`src/hw/rtl/kpm_ram.sv`:
```
// ----------------------------------------------------------------------------
// kpm_ram
// single write port, single registered read port memory
// ----------------------------------------------------------------------------
`default_nettype none

module kpm_ram #(
    parameter int unsigned WIDTH = 8,
    parameter int unsigned DEPTH = 64,
    parameter int unsigned AW    = (DEPTH > 1) ? $clog2(DEPTH) : 1
) (
    input  wire logic             aclk,
    input  wire logic             wr_en,
    input  wire logic [AW-1:0]    wr_addr,
    input  wire logic [WIDTH-1:0] wr_data,
    input  wire logic [AW-1:0]    rd_addr,
    output logic      [WIDTH-1:0] rd_data
);

    logic [WIDTH-1:0] mem [DEPTH];

    always_ff @(posedge aclk) begin
        if (wr_en) begin
            mem[wr_addr] <= wr_data;
        end
        rd_data <= mem[rd_addr];
    end

endmodule

`default_nettype wire

```
`config.mk`:
```
export PLATFORM = sky130hd
export DESIGN_NAME = kpm_ram
export DESIGN_NICKNAME = d
export VERILOG_FILES = /design/src/hw/rtl/kpm_ram.sv
export SDC_FILE = /design/constraint.sdc
export NUM_CORES = 1
export LEC_CHECK = 0
export ABC_CLOCK_PERIOD_IN_PS = 2500
export BUFFER_PORTS_ARGS = -buffer_cell sky130_fd_sc_hd__buf_2
export CORE_MARGIN = 4
export CORE_UTILIZATION = 40
export CTS_CLUSTER_DIAMETER = 40
export DETAILED_ROUTE_END_ITERATION = 10
export PLACE_DENSITY_LB_ADDON = 0.1
export SYNTH_ARGS = -nofsm -noshare
export SYNTH_HDL_FRONTEND = slang
export SYNTH_SLANG_ARGS = --single-unit
```
`constraint.sdc`:
```
create_clock -name aclk -period 2.5 [get_ports aclk]
set_input_delay 0.125 -clock aclk [delete_from_list [all_inputs] [get_ports aclk]]
set_output_delay 0.125 -clock aclk [all_outputs]
set_load 0.01 [all_outputs]
```
[Word-level counts from Yosys, hierarchy flattened]
Memories as Yosys holds them, arrays and structs flattened. A register that Yosys moved wholly into a read port is not among the register bits.
Index checks and enable logic that the tools add are counted.
Word-level totals
  memories: 1
  RAM bits: 512
  register bits: 0
Memory list
  mem: words 64, bits a word 8, rd ports 1, clocked after memory_dff 1, write ports 1, line 20  | logic [WIDTH-1:0] mem [DEPTH];
Operators by class
  mux-type cells: 2
Operators by type and width (number)
  1-bit 2-to-1 mux: 2

[Longest topological paths before layout]
Gate-level depths: netlist of the first run.
  depth after elaboration: 2
  depth in mapped cells: 9
  depth with buffers taken out: 5

[Least setup slack after synthesis of the first run]
Ideal clock, no wire load.
  path type: input to register
  start: input rd_addr[1]
  end: register rd_data[3] (read register of mem)
  path slack: 707 ps
  data required time: 2372 ps
  arrival time: 1665 ps
  stages: 7
  path buffers: 3
  library setup time: 128 ps
  cells stage by stage: buf_4 buf_2 buf_2 mux4_2 mux4_2 o21ai_1 o41ai_1
RTL lines
  start: declaration: line 16  | input wire logic [AW-1:0] rd_addr,
  end: declaration: line 17  | output logic [WIDTH-1:0] rd_data

==> run_results.csv, run 1 <==
group,metric,value,unit
setup_path,rr_startpoint,"mem[24][4]",
clocking,numCtsBuffers,80,
setup_path,path_class,"reg2reg",
setup_path,worst_path_dominant_cell_family,"multiplexers",
global_route,antenna_found_initial,3,
timing,hold_viol,0,
power_and_ir_drop,p_leak,8.14,nW
worst_hold_path,min_path_type,"in2reg",
route,drc,0,
setup_path,worst-path-buf-inv,0,
setup_path,reg2reg_depth,5,
global_route,grt_pass1_wl,74200,microns
global_route,grt_usage,19.1,%
timing,setup_viol,0,
global_route,grt_pass1_vias,10700,
power_and_ir_drop,power_density,900,nW/um^2
layout,stdcell_area,24800,sq um
setup_path,cp.required,2.97,ns
placement,gp_congestion,0.759,
layout,nets,1149,
setup_path,crit_path_end_kind,"register",
logic_synthesis,seq_area_frac_synth,77.0,%
clocking,clk_latency,0.61,ns
timing,fin_crit_sh,80.8,%
route,wl_per_cell,26.8,microns
power_and_ir_drop,vdd_drop_max,0.502,mV
layout,drive_gt1_share,36.3,%
route,wl,50000,microns
floorplanning,fp.dieH,233,microns
placement,dpl.hpwl,31600,microns
logic_synthesis,synth_cell_types,40,
worst_hold_path,min-delay-start,"rd_addr[5]",
timing,slew_violations,0,
setup_path,crit_path_start_kind,"register",
floorplanning,rows,82,
power_and_ir_drop,power_frac_seq,43.4,%
timing,rsz0062_at_grt,"no",
setup_path,reg2reg_slack,0.48,ns
logic_synthesis,synth_cells,940,
clocking,cts_setup_buffers,0,
logic_synthesis,ys_async_sr_fraction,0,%
worst_hold_path,hold_depth,3,
layout,final_common_cell,"edfxtp_1",
power_and_ir_drop,clkPwrFrac,52.2,%
route,postRouteAntennaNets,0,
setup_path,reg2reg_to,"rd_data[4]",
floorplanning,start_util,40.4,%
floorplanning,die-area,54100,sq um
route,drtPass1Iterations,5,
logic_synthesis,yosys_warnings,0,
layout,layout_common_cells,"edfxtp_1 (512), mux4_2 (126), buf_4 (119)",
global_route,grt_max_degree,65,
floorplanning,die_width,233,microns
placement,placed_cell_area,21900,sq um
logic_synthesis,synth.avg_cell_area,21.5,sq um
route,drt_iter0_drc,898,
timing,finalClockSkew,0.0211,ns
setup_path,slowest_stage,"mux4_2",
floorplanning,top_level_ports,30,
layout,syn2layout_area_growth,22.9,%
setup_path,critical_path.cell_chain,"mux4_2 > mux2_2 > o221a_2 > nor3_1 > o32ai_1",
logic_synthesis,ys.flop_type,"edfxtp_1",
timing,timing.fmax,495,MHz
clocking,cts_buffer_depth,3,
placement,port_buffers,29,
clocking,cts_root_buffer,"clkbuf_16",
timing,setup-tns-final,0,ns
route,routed_via_density,5.36,
timing,tightest_slew,0.876,ns
power_and_ir_drop,combPwrFrac,4.3,%
clocking,cts.sinks,520,
clocking,tritoncts,"done",
logic_synthesis,syn-num-nets,962,
worst_hold_path,worstHoldEndpoint,"rd_data[1]",
outcome,status,"completed",
power_and_ir_drop,intPower,0.0176,W
logic_synthesis,ys_seq_elements,520,
clocking,htreeDepth,3,
setup_path,cp.arrival,2.49,ns
setup_path,slowest_delay,0.45,ns
floorplanning,core_area,50000,sq um
clocking,clkTransAtPathRegs,0.05,ns
power_and_ir_drop,p_sw_share,21.3,%
route,vias,10000,
power_and_ir_drop,net-switching-power,0.00475,W
timing,fin_crit,2.02,ns
job,cap_violations,0,
timing,relSlewSlack,41.6,%
logic_synthesis,synth-edff-count,512,
logic_synthesis,synth_area,20200,sq um
global_route,overflow,0,
setup_path,path_max_fanout,1,
==> power by group through the flow <==
stage | sequential, W | clock, W | combinational (W)
after floorplan | 0.00986 | 0 | 0.000514
after global placement | 0.00986 | 0 | 0.000983
after detailed placement | 0.00986 | 0 | 0.000989
after CTS | 0.00969 | 0.0119 | 0.000993
after global routing | 0.00969 | 0.0123 | 0.00105
final | 0.00969 | 0.0116 | 0.000969
==> Yosys cell counts, types with 4 or more instances <==
| cell | n | share of area [%] |
|---|---|---|
| a211oi_1 | 4 | 0.15 |
| a221oi_1 | 6 | 0.26 |
| buf_1 | 4 | 0.074 |
| buf_2 | 11 | 0.27 |
| buf_4 | 13 | 0.48 |
| buf_6 | 4 | 0.22 |
| clkbuf_1 | 17 | 0.32 |
| dfxtp_1 | 8 | 0.79 |
| edfxtp_1 | 512 | 76 |
| mux2_2 | 13 | 0.73 |
| mux2i_1 | 23 | 1.1 |
| mux4_2 | 126 | 14 |
| nand2_1 | 19 | 0.35 |
| nand2b_1 | 7 | 0.22 |
| nand3_1 | 13 | 0.32 |
| nor2_1 | 83 | 1.5 |
| nor2b_1 | 14 | 0.43 |
| nor3_1 | 7 | 0.17 |
| o221ai_1 | 8 | 0.35 |
| o22ai_1 | 8 | 0.25 |
==> routing by layer <==
layer	track usage, %	wire length [microns]	vias to the layer above	part of all wire, %
li1	-	-	4348	-
met1	27.1	22600	5330	45
met4	6.65	1340	2	2.7
met2	29.7	23600	235	47
met3	3.84	2460	86	4.9
met5	0	15	-	0.030
==> worst reg2reg max path: stages, from the launching register on <==
cell      delay, ns
edfxtp_1       0.37
mux4_2         0.45
mux2_2         0.27
o221a_2        0.29
nor3_1         0.35
o32ai_1        0.15
==> kinds of logic after synthesis <==
group | Yosys count | synth area share, %
flip-flops | 520 | 77.0
buffers and inverters | 51 | 1.57
multiplexers | 162 | 15.9
AND/OR/NAND/NOR | 153 | 3.39
AO/OA/AOI/OAI | 54 | 2.07
==> what timing repair did <==
action | CTS | global route
hold buffers | 1 | 0
endpoints found under the setup margin | 0 | 0
resized for setup | 0 | 0
endpoints found under the hold margin | 19 | 0
==> worst max path at each step <==
stage / slack, ns / to / cells after the start / from
after floorplan: 0.71 / rd_data[3] / 7 / rd_addr[1]
after global placement: 0.12 / rd_data[7] / 7 / rd_addr[0]
after detailed placement: 0.13 / rd_data[7] / 7 / rd_addr[0]
after CTS: 0.47 / rd_data[4] / 5 / mem[24][4]
after global routing: 0.41 / rd_data[4] / 5 / mem[29][4]
final: 0.48 / rd_data[4] / 5 / mem[24][4]
==> stage by stage <==
step	cells	setup slack [ns]	utilization, %	power [W]	hold WS (ns)
detailed placement	1716	0.130	43.8	0.0109	0.541
global route	1864	0.409	49.6	0.0231	0.0322
finish	1865	0.481	49.6	0.0223	0.0345
floorplan	940	0.707	-	0.0104	0.224
global placement	1716	0.119	43.8	0.0108	0.551
CTS	1864	0.473	49.6	0.0226	0.00852
==> sequential cells by signal (all words and copies together) (netlist names) <==
register and cells:
rd_data 8, mem 512
==> final cells by class <==
| cell class | instances | area, sq um |
|---|---|---|
| timing repair buffer | 156 | 1230 |
| antenna | 1 | 2.50 |
| tap | 672 | 841 |
| clock buffer | 88 | 2060 |
| sequential | 520 | 15500 |
| multi-input combinational | 369 | 4320 |
| clock inverter | 59 | 793 |
| fill | 4062 | 25200 |
No activity file was read; power rests on OpenSTA's default activity.
==> inputs of run 2 (changes only) <==
- ABC_AREA: not set -> 1
- ABC_CLOCK_PERIOD_IN_PS: 2500 -> 1700
- clock period: 2.5 -> 1.7 ns (I/O delays scaled with it)
==> run 2 against run 1 <==
  * Via count up 39%
  * Wire length up 15%
  * Critical path depth up 3
  * Power up 41%
  * Critical endpoint is now rd_data[3]
  * Largest cell class unchanged
  * Highest routed layer is now met4
==> run_results.csv, run 2 <==
group,metric,value,unit
logic_synthesis,synth_compound_area_share,0,%
layout,largest_reg_flops,512,
timing,tightest_slew,0.739,ns
clocking,clk_latency,0.59,ns
setup_path,cp.arrival,1.89,ns
logic_synthesis,synthAdderAreaFrac,0,%
clocking,clkTransAtPathRegs,0.05,ns
power_and_ir_drop,power_density,1240,nW/um^2
layout,nets,1940,
placement,dpl.hpwl,33300,microns
layout,layout_common_cells,"nand2_1 (648), edfxtp_1 (512), nand3_1 (439)",
layout,final_common_cell,"nand2_1",
clocking,numCtsBuffers,77,
logic_synthesis,synth_cells,1805,
route,drt_iter0_drc,1199,
layout,reg_top3,"mem (512), rd_data (8)",
logic_synthesis,ys.flop_type,"edfxtp_1",
logic_synthesis,synth_top_family_by_area,"simple AND/OR/NAND/NOR gates",
route,vias,13900,
logic_synthesis,yosys.area.top_type,"edfxtp_1",
logic_synthesis,synth_xor_xnor_area_share,0,%
power_and_ir_drop,vdd_drop_max,0.785,mV
setup_path,crit_path_end_kind,"register",
layout,top_register,"mem",
placement,placed_cell_area,22700,sq um
timing,relSlewSlack,50.7,%
placement,port_buffers,29,
clocking,cts_setup_buffers,0,
clocking,cts_hold_repair.buffers,3,
setup_path,path_max_fanout,1,
timing,slew_violations,0,
logic_synthesis,ys_seq_elements,520,
floorplanning,start_util,40.5,%
power_and_ir_drop,p_leak,9.28,nW
global_route,antenna_found_initial,1,
layout,syn2layout_area_growth,18.3,%
setup_path,path_class,"reg2reg",
clocking,htreeDepth,3,
timing,fin_crit,1.43,ns
global_route,grt_max_degree,95,
timing,hold_viol,0,
clocking,cts.sinks,520,
job,cap_violations,0,
logic_synthesis,yosys_warnings,0,
logic_synthesis,muxShareOfSynthArea,0,%
floorplanning,die_width,239,microns
layout,drive_gt1_share,13.6,%
logic_synthesis,synth_cell_types,16,
timing,finalClockSkew,0.0125,ns
logic_synthesis,synth_common_cells,"nand2_1 (648), edfxtp_1 (512), nand3_1 (439)",
route,wl_per_cell,21.6,microns
worst_hold_path,min_path_type,"in2reg",
layout,stdcell_area,25300,sq um
route,drc,0,
logic_synthesis,synth.avg_cell_area,11.8,sq um
timing,timing.fmax,701,MHz
global_route,grt_pass1_vias,13900,
timing,fin_crit_sh,83.9,%
clocking,tritoncts,"done",
floorplanning,die-area,57100,sq um
clocking,cts.repair.resized,0,
route,wl,57600,microns
logic_synthesis,ys_async_sr_fraction,0,%
logic_synthesis,synth_area_leaders,"edfxtp_1 (72%), nand2_1 (11%), nand3_1 (10%)",
floorplanning,rows,84,
logic_synthesis,synth_area,21300,sq um
logic_synthesis,synth-edff-count,512,
route,postRouteAntennaNets,0,
timing,setup_viol,0,
timing,rsz0062_at_grt,"no",
logic_synthesis,synth_top_area_share,72.0,%
route,drtPass1Iterations,5,
logic_synthesis,seq_area_frac_synth,72.8,%
floorplanning,top_level_ports,30,
global_route,grt_usage,20.3,%
placement,gp_congestion,0.792,
outcome,status,"completed",
setup_path,cp.required,2.17,ns
logic_synthesis,syn-num-nets,1827,
global_route,grt_pass1_wl,87700,microns
clocking,cts_root_buffer,"clkbuf_16",
timing,whs,0.0226,ns
floorplanning,core_area,52700,sq um
layout,fill_cells,4759,
global_route,overflow,0,
route,routed_via_density,5.20,
floorplanning,fp.dieH,239,microns
logic_synthesis,yosys.area_share.simple,23.2,%
logic_synthesis,yosysMostFrequentCell,"nand2_1",
clocking,cts_buffer_depth,3,
setup_path,crit_path_start_kind,"register",
## run 2: changes by cell type in the layout (fill, tap and decap cells not counted), sizes merged, moves of 8 or more
| cell | before | now |
|---|---|---|
| bufinv | 14 | 6 |
| mux2 | 13 | 0 |
| mux4 | 126 | 0 |
| mux2i | 23 | 0 |
| o221ai | 8 | 0 |
| o22ai | 8 | 0 |
| buf | 155 | 143 |
| nor2b | 14 | 0 |
| nor2 | 83 | 56 |
| nand2 | 19 | 648 |
| nand3 | 13 | 439 |
## run 2: final timing paths
check | slack, ns | from | cells after the start | to
worst max register to register | 0.27 | mem[19][3] | 8 | rd_data[3]
worst min-delay path | 0.02 | wr_data[4] | 2 | mem[30][4]
worst min register to register | 0.83 | mem[36][0] | 8 | rd_data[0]
worst max-delay path | 0.27 | mem[19][3] | 8 | rd_data[3]
## run 2: power by group
part / internal, W / leakage, nW / switching [W] / total (W)
Sequential: 0.0142 / 4.67 / 0.0000450 / 0.0142
Combinational: 0.000491 / 3.40 / 0.00128 / 0.00177
Clock: 0.00962 / 1.20 / 0.00574 / 0.0154
## run 2: final cells by class
cell class                      count  area, sq um  area share (%)
Sequential cell                   520        15500            61.5
Multi-Input combinational cell   1160         4950            19.6
Clock buffer                       89         2060            8.15
Timing Repair Buffer              147         1330            5.25
Tap cell                          688          861            3.41
Clock inverter                     49          460            1.82
Inverter                           12         55.1           0.218
Antenna cell                        5         12.5          0.0495
## run 2: worst max-delay path, stage by stage, from the launching register on
cell,delay [ns]
edfxtp_1,0.37
nand2_1,0.09
nand3_1,0.08
nand3_1,0.15
nand2_1,0.12
nand2_1,0.08
nand3_1,0.07
nand3_1,0.24
nand2_1,0.10
## run 2: cells by family (layout without fill, tap and decap cells)
group                  Yosys count  after routing
AND/OR/NAND/NOR               1160           1160
flip-flops                     520            520
other                            0              5
buffers and inverters          125            297
## run 2: routing by layer
layer	share of wire [%]	track usage [%]
met4	2.1	5.28
met3	4.8	3.51
met5	0	0
met2	48	32.4
met1	46	29.1
## run 2: per-stage QoR
step                TNS, ns  util, %  total power (W)  setup WS, ns  cells
finish                    0     48.0           0.0314         0.274   2670
global route              0     47.9           0.0325         0.168   2665
CTS                       0     47.9           0.0317         0.286   2665
detailed placement  -0.0672     43.1           0.0163       -0.0539   2524
global placement    -0.0458     43.1           0.0163       -0.0319   2524
floorplan             -9.67        -           0.0155        -0.151   1805
==> inputs of run 3 (changes only) <==
- ABC_CLOCK_PERIOD_IN_PS: 1700 -> 1400
- clock period: 1.7 -> 1.4 ns (I/O delays scaled with it)
==> run 3 against run 2 <==
  * Wire length grew 5.6%
  * Sequential power grew 22%
  * Final area grew 5.8%
  * Clock skew grew 0.0082 ns
  * Die area is the same
  * Clock-buffer cell count grew 8
  * Fmax grew 3.6%
  * Critical endpoint is now rd_data[4]
==> run_results.csv, run 3 (synthesized netlist as in run 2, its figures left out) <==
group,metric,value,unit
outcome,status,"completed",
power_and_ir_drop,clkPwrFrac,50.9,%
clocking,htreeDepth,3,
setup_path,reg2reg_to,"rd_data[4]",
layout,nets,2014,
clocking,clk_latency,0.61,ns
clocking,numCtsBuffers,84,
global_route,overflow,0,
timing,hold_viol,0,
setup_path,rr_startpoint,"mem[61][4]",
route,vias,14400,
layout,drive_gt1_share,18.8,%
timing,rsz0062_at_grt,"no",
power_and_ir_drop,vdd_drop_max,0.855,mV
worst_hold_path,hold_depth,6,
timing,tightest_slew,0.767,ns
route,drc,0,
route,wl,60800,microns
job,cap_violations,0,
timing,setup_viol,0,
power_and_ir_drop,power_density,1510,nW/um^2
placement,port_buffers,29,
floorplanning,top_level_ports,30,
floorplanning,start_util,40.5,%
layout,reg_top3,"mem (512), rd_data (8)",
global_route,grt_pass1_vias,14500,
setup_path,slowest_delay,0.36,ns
clocking,cts.sinks,520,
power_and_ir_drop,power_frac_seq,42.9,%
floorplanning,rows,84,
placement,gp_congestion,0.858,
setup_path,critical_path.cell_chain,"nand2_1 > nand3_1 > nand3_1 > nand2_1 > nand2_1 > nand3_1 > nand3_2 > nand2_1",
setup_path,reg2reg_slack,0.02,ns
route,postRouteAntennaNets,0,
layout,largest_reg_flops,512,
floorplanning,die-area,57100,sq um
worst_hold_path,worstHoldEndpoint,"rd_data[0]",
setup_path,crit_path_end_kind,"register",
power_and_ir_drop,combPwrFrac,6.2,%
route,drtPass1Iterations,5,
setup_path,crit_path_start_kind,"register",
timing,fin_crit,1.38,ns
route,wl_per_cell,22.1,microns
layout,syn2layout_area_growth,25.2,%
timing,slew_violations,0,
layout,final_common_cell,"nand2_1",
setup_path,cpMostUsedCell,"nand2_1",
placement,placed_cells,2584,
timing,fin_crit_sh,98.3,%
clocking,cts_setup_buffers,0,
setup_path,slowest_stage,"edfxtp_1",
floorplanning,fp.dieH,239,microns
floorplanning,core_area,52700,sq um
route,drt_iter0_drc,1253,
power_and_ir_drop,p_sw_share,22.9,%
power_and_ir_drop,intPower,0.0311,W
setup_path,cp.arrival,1.88,ns
worst_hold_path,min_path_type,"in2reg",
layout,layout_common_cells,"nand2_1 (648), edfxtp_1 (512), nand3_1 (434)",
setup_path,cp.required,1.90,ns
power_and_ir_drop,p_leak,9.88,nW
clocking,cts_buffer_depth,3,
placement,dpl.hpwl,36600,microns
layout,top_register,"mem",
timing,finalClockSkew,0.0207,ns
global_route,grt_usage,21.4,%
setup_path,reg2reg_depth,8,
setup_path,worst-path-buf-inv,0,
setup_path,worst_path_dominant_cell_family,"simple AND/OR/NAND/NOR gates",
worst_hold_path,min-delay-start,"rd_addr[3]",
power_and_ir_drop,p_total,0.0404,W
route,routed_via_density,5.24,
clocking,clkTransAtPathRegs,0.05,ns
setup_path,path_class,"reg2reg",
global_route,antenna_found_initial,1,
timing,timing.fmax,726,MHz
clocking,tritoncts,"done",
timing,relSlewSlack,48.7,%
global_route,grt_max_degree,65,
clocking,cts_root_buffer,"clkbuf_16",
power_and_ir_drop,net-switching-power,0.00924,W
layout,final_cells,2752,
global_route,grt_pass1_wl,91300,microns
floorplanning,die_width,239,microns
setup_path,path_max_fanout,1,
run 3: metal layers:
metal / vias up / wire length (microns) / global-route usage (%)
met2: 457 / 28000 / 33.2
met5: - / 0 / 0
met3: 93 / 3630 / 3.78
met4: 0 / 1440 / 6.82
li1: 6774 / - / -
met1: 7098 / 27700 / 30.8
run 3: repair_timing:
| action | CTS | global route |
|---|---|---|
| hold endpoints to repair | 147 | 0 |
| hold buffers | 10 | 0 |
| gates resized for setup | 0 | 5 |
| setup endpoints to repair | 0 | 3 |
run 3: layout make-up:
class                   count  area (sq um)
fillers                  4611         25900
flip-flops and latches    520         15500
repair buffers            214          2300
diodes                      1          2.50
multi-input cells        1160          5130
inverters                  12          58.8
well taps                 688           861
clock inverters            60           631
clock buffers              97          2200
run 3: how the worst max path moves through the flow:
stage / startpoint / endpoint / slack, ns / depth (start not counted)
3_5_place_dp: rd_addr[1] / rd_data[5] / -0.34 / 11
3_3_place_gp: rd_addr[1] / rd_data[5] / -0.32 / 11
2_1_floorplan: wr_en / mem[48][0] / -0.22 / 3
5_1_grt: mem[23][4] / rd_data[4] / 0.01 / 8
4_1_cts: mem[61][4] / rd_data[4] / 0.01 / 8
6_report: mem[61][4] / rd_data[4] / 0.02 / 8
run 3: per-stage QoR:
| stage | setup WS (ns) | util [%] | hold WS [ns] | instance area, sq um | setup TNS (ns) |
|---|---|---|---|---|---|
| 2_1_floorplan | -0.223 | - | 0.169 | 21500 | -51.23 |
| 3_3_place_gp | -0.322 | 45.1 | 0.427 | 23800 | -37.31 |
| 3_5_place_dp | -0.338 | 45.1 | 0.442 | 23800 | -40.92 |
| 4_1_cts | 0.0132 | 50.7 | 0.0449 | 26700 | 0 |
| 5_1_grt | 0.0124 | 50.7 | 0.120 | 26700 | 0 |
| 6_report | 0.0233 | 50.7 | 0.0940 | 26700 | 0 |
run 3: worst reg2reg max path: stages, from the launching register on:
cell and delay, ns:
edfxtp_1 0.36, nand2_1 0.08, nand3_1 0.17, nand3_1 0.15, nand2_1 0.07, nand2_1 0.06
nand3_1 0.17, nand3_2 0.16, nand2_1 0.07
run 3: power groups by stage:
stage               Sequential, W  Combinational (W)  Clock (W)
finish                     0.0173            0.00252     0.0205
global route               0.0173            0.00273     0.0217
CTS                        0.0173            0.00252     0.0210
detailed placement         0.0176            0.00249          0
global placement           0.0176            0.00248          0
floorplan                  0.0176            0.00125          0
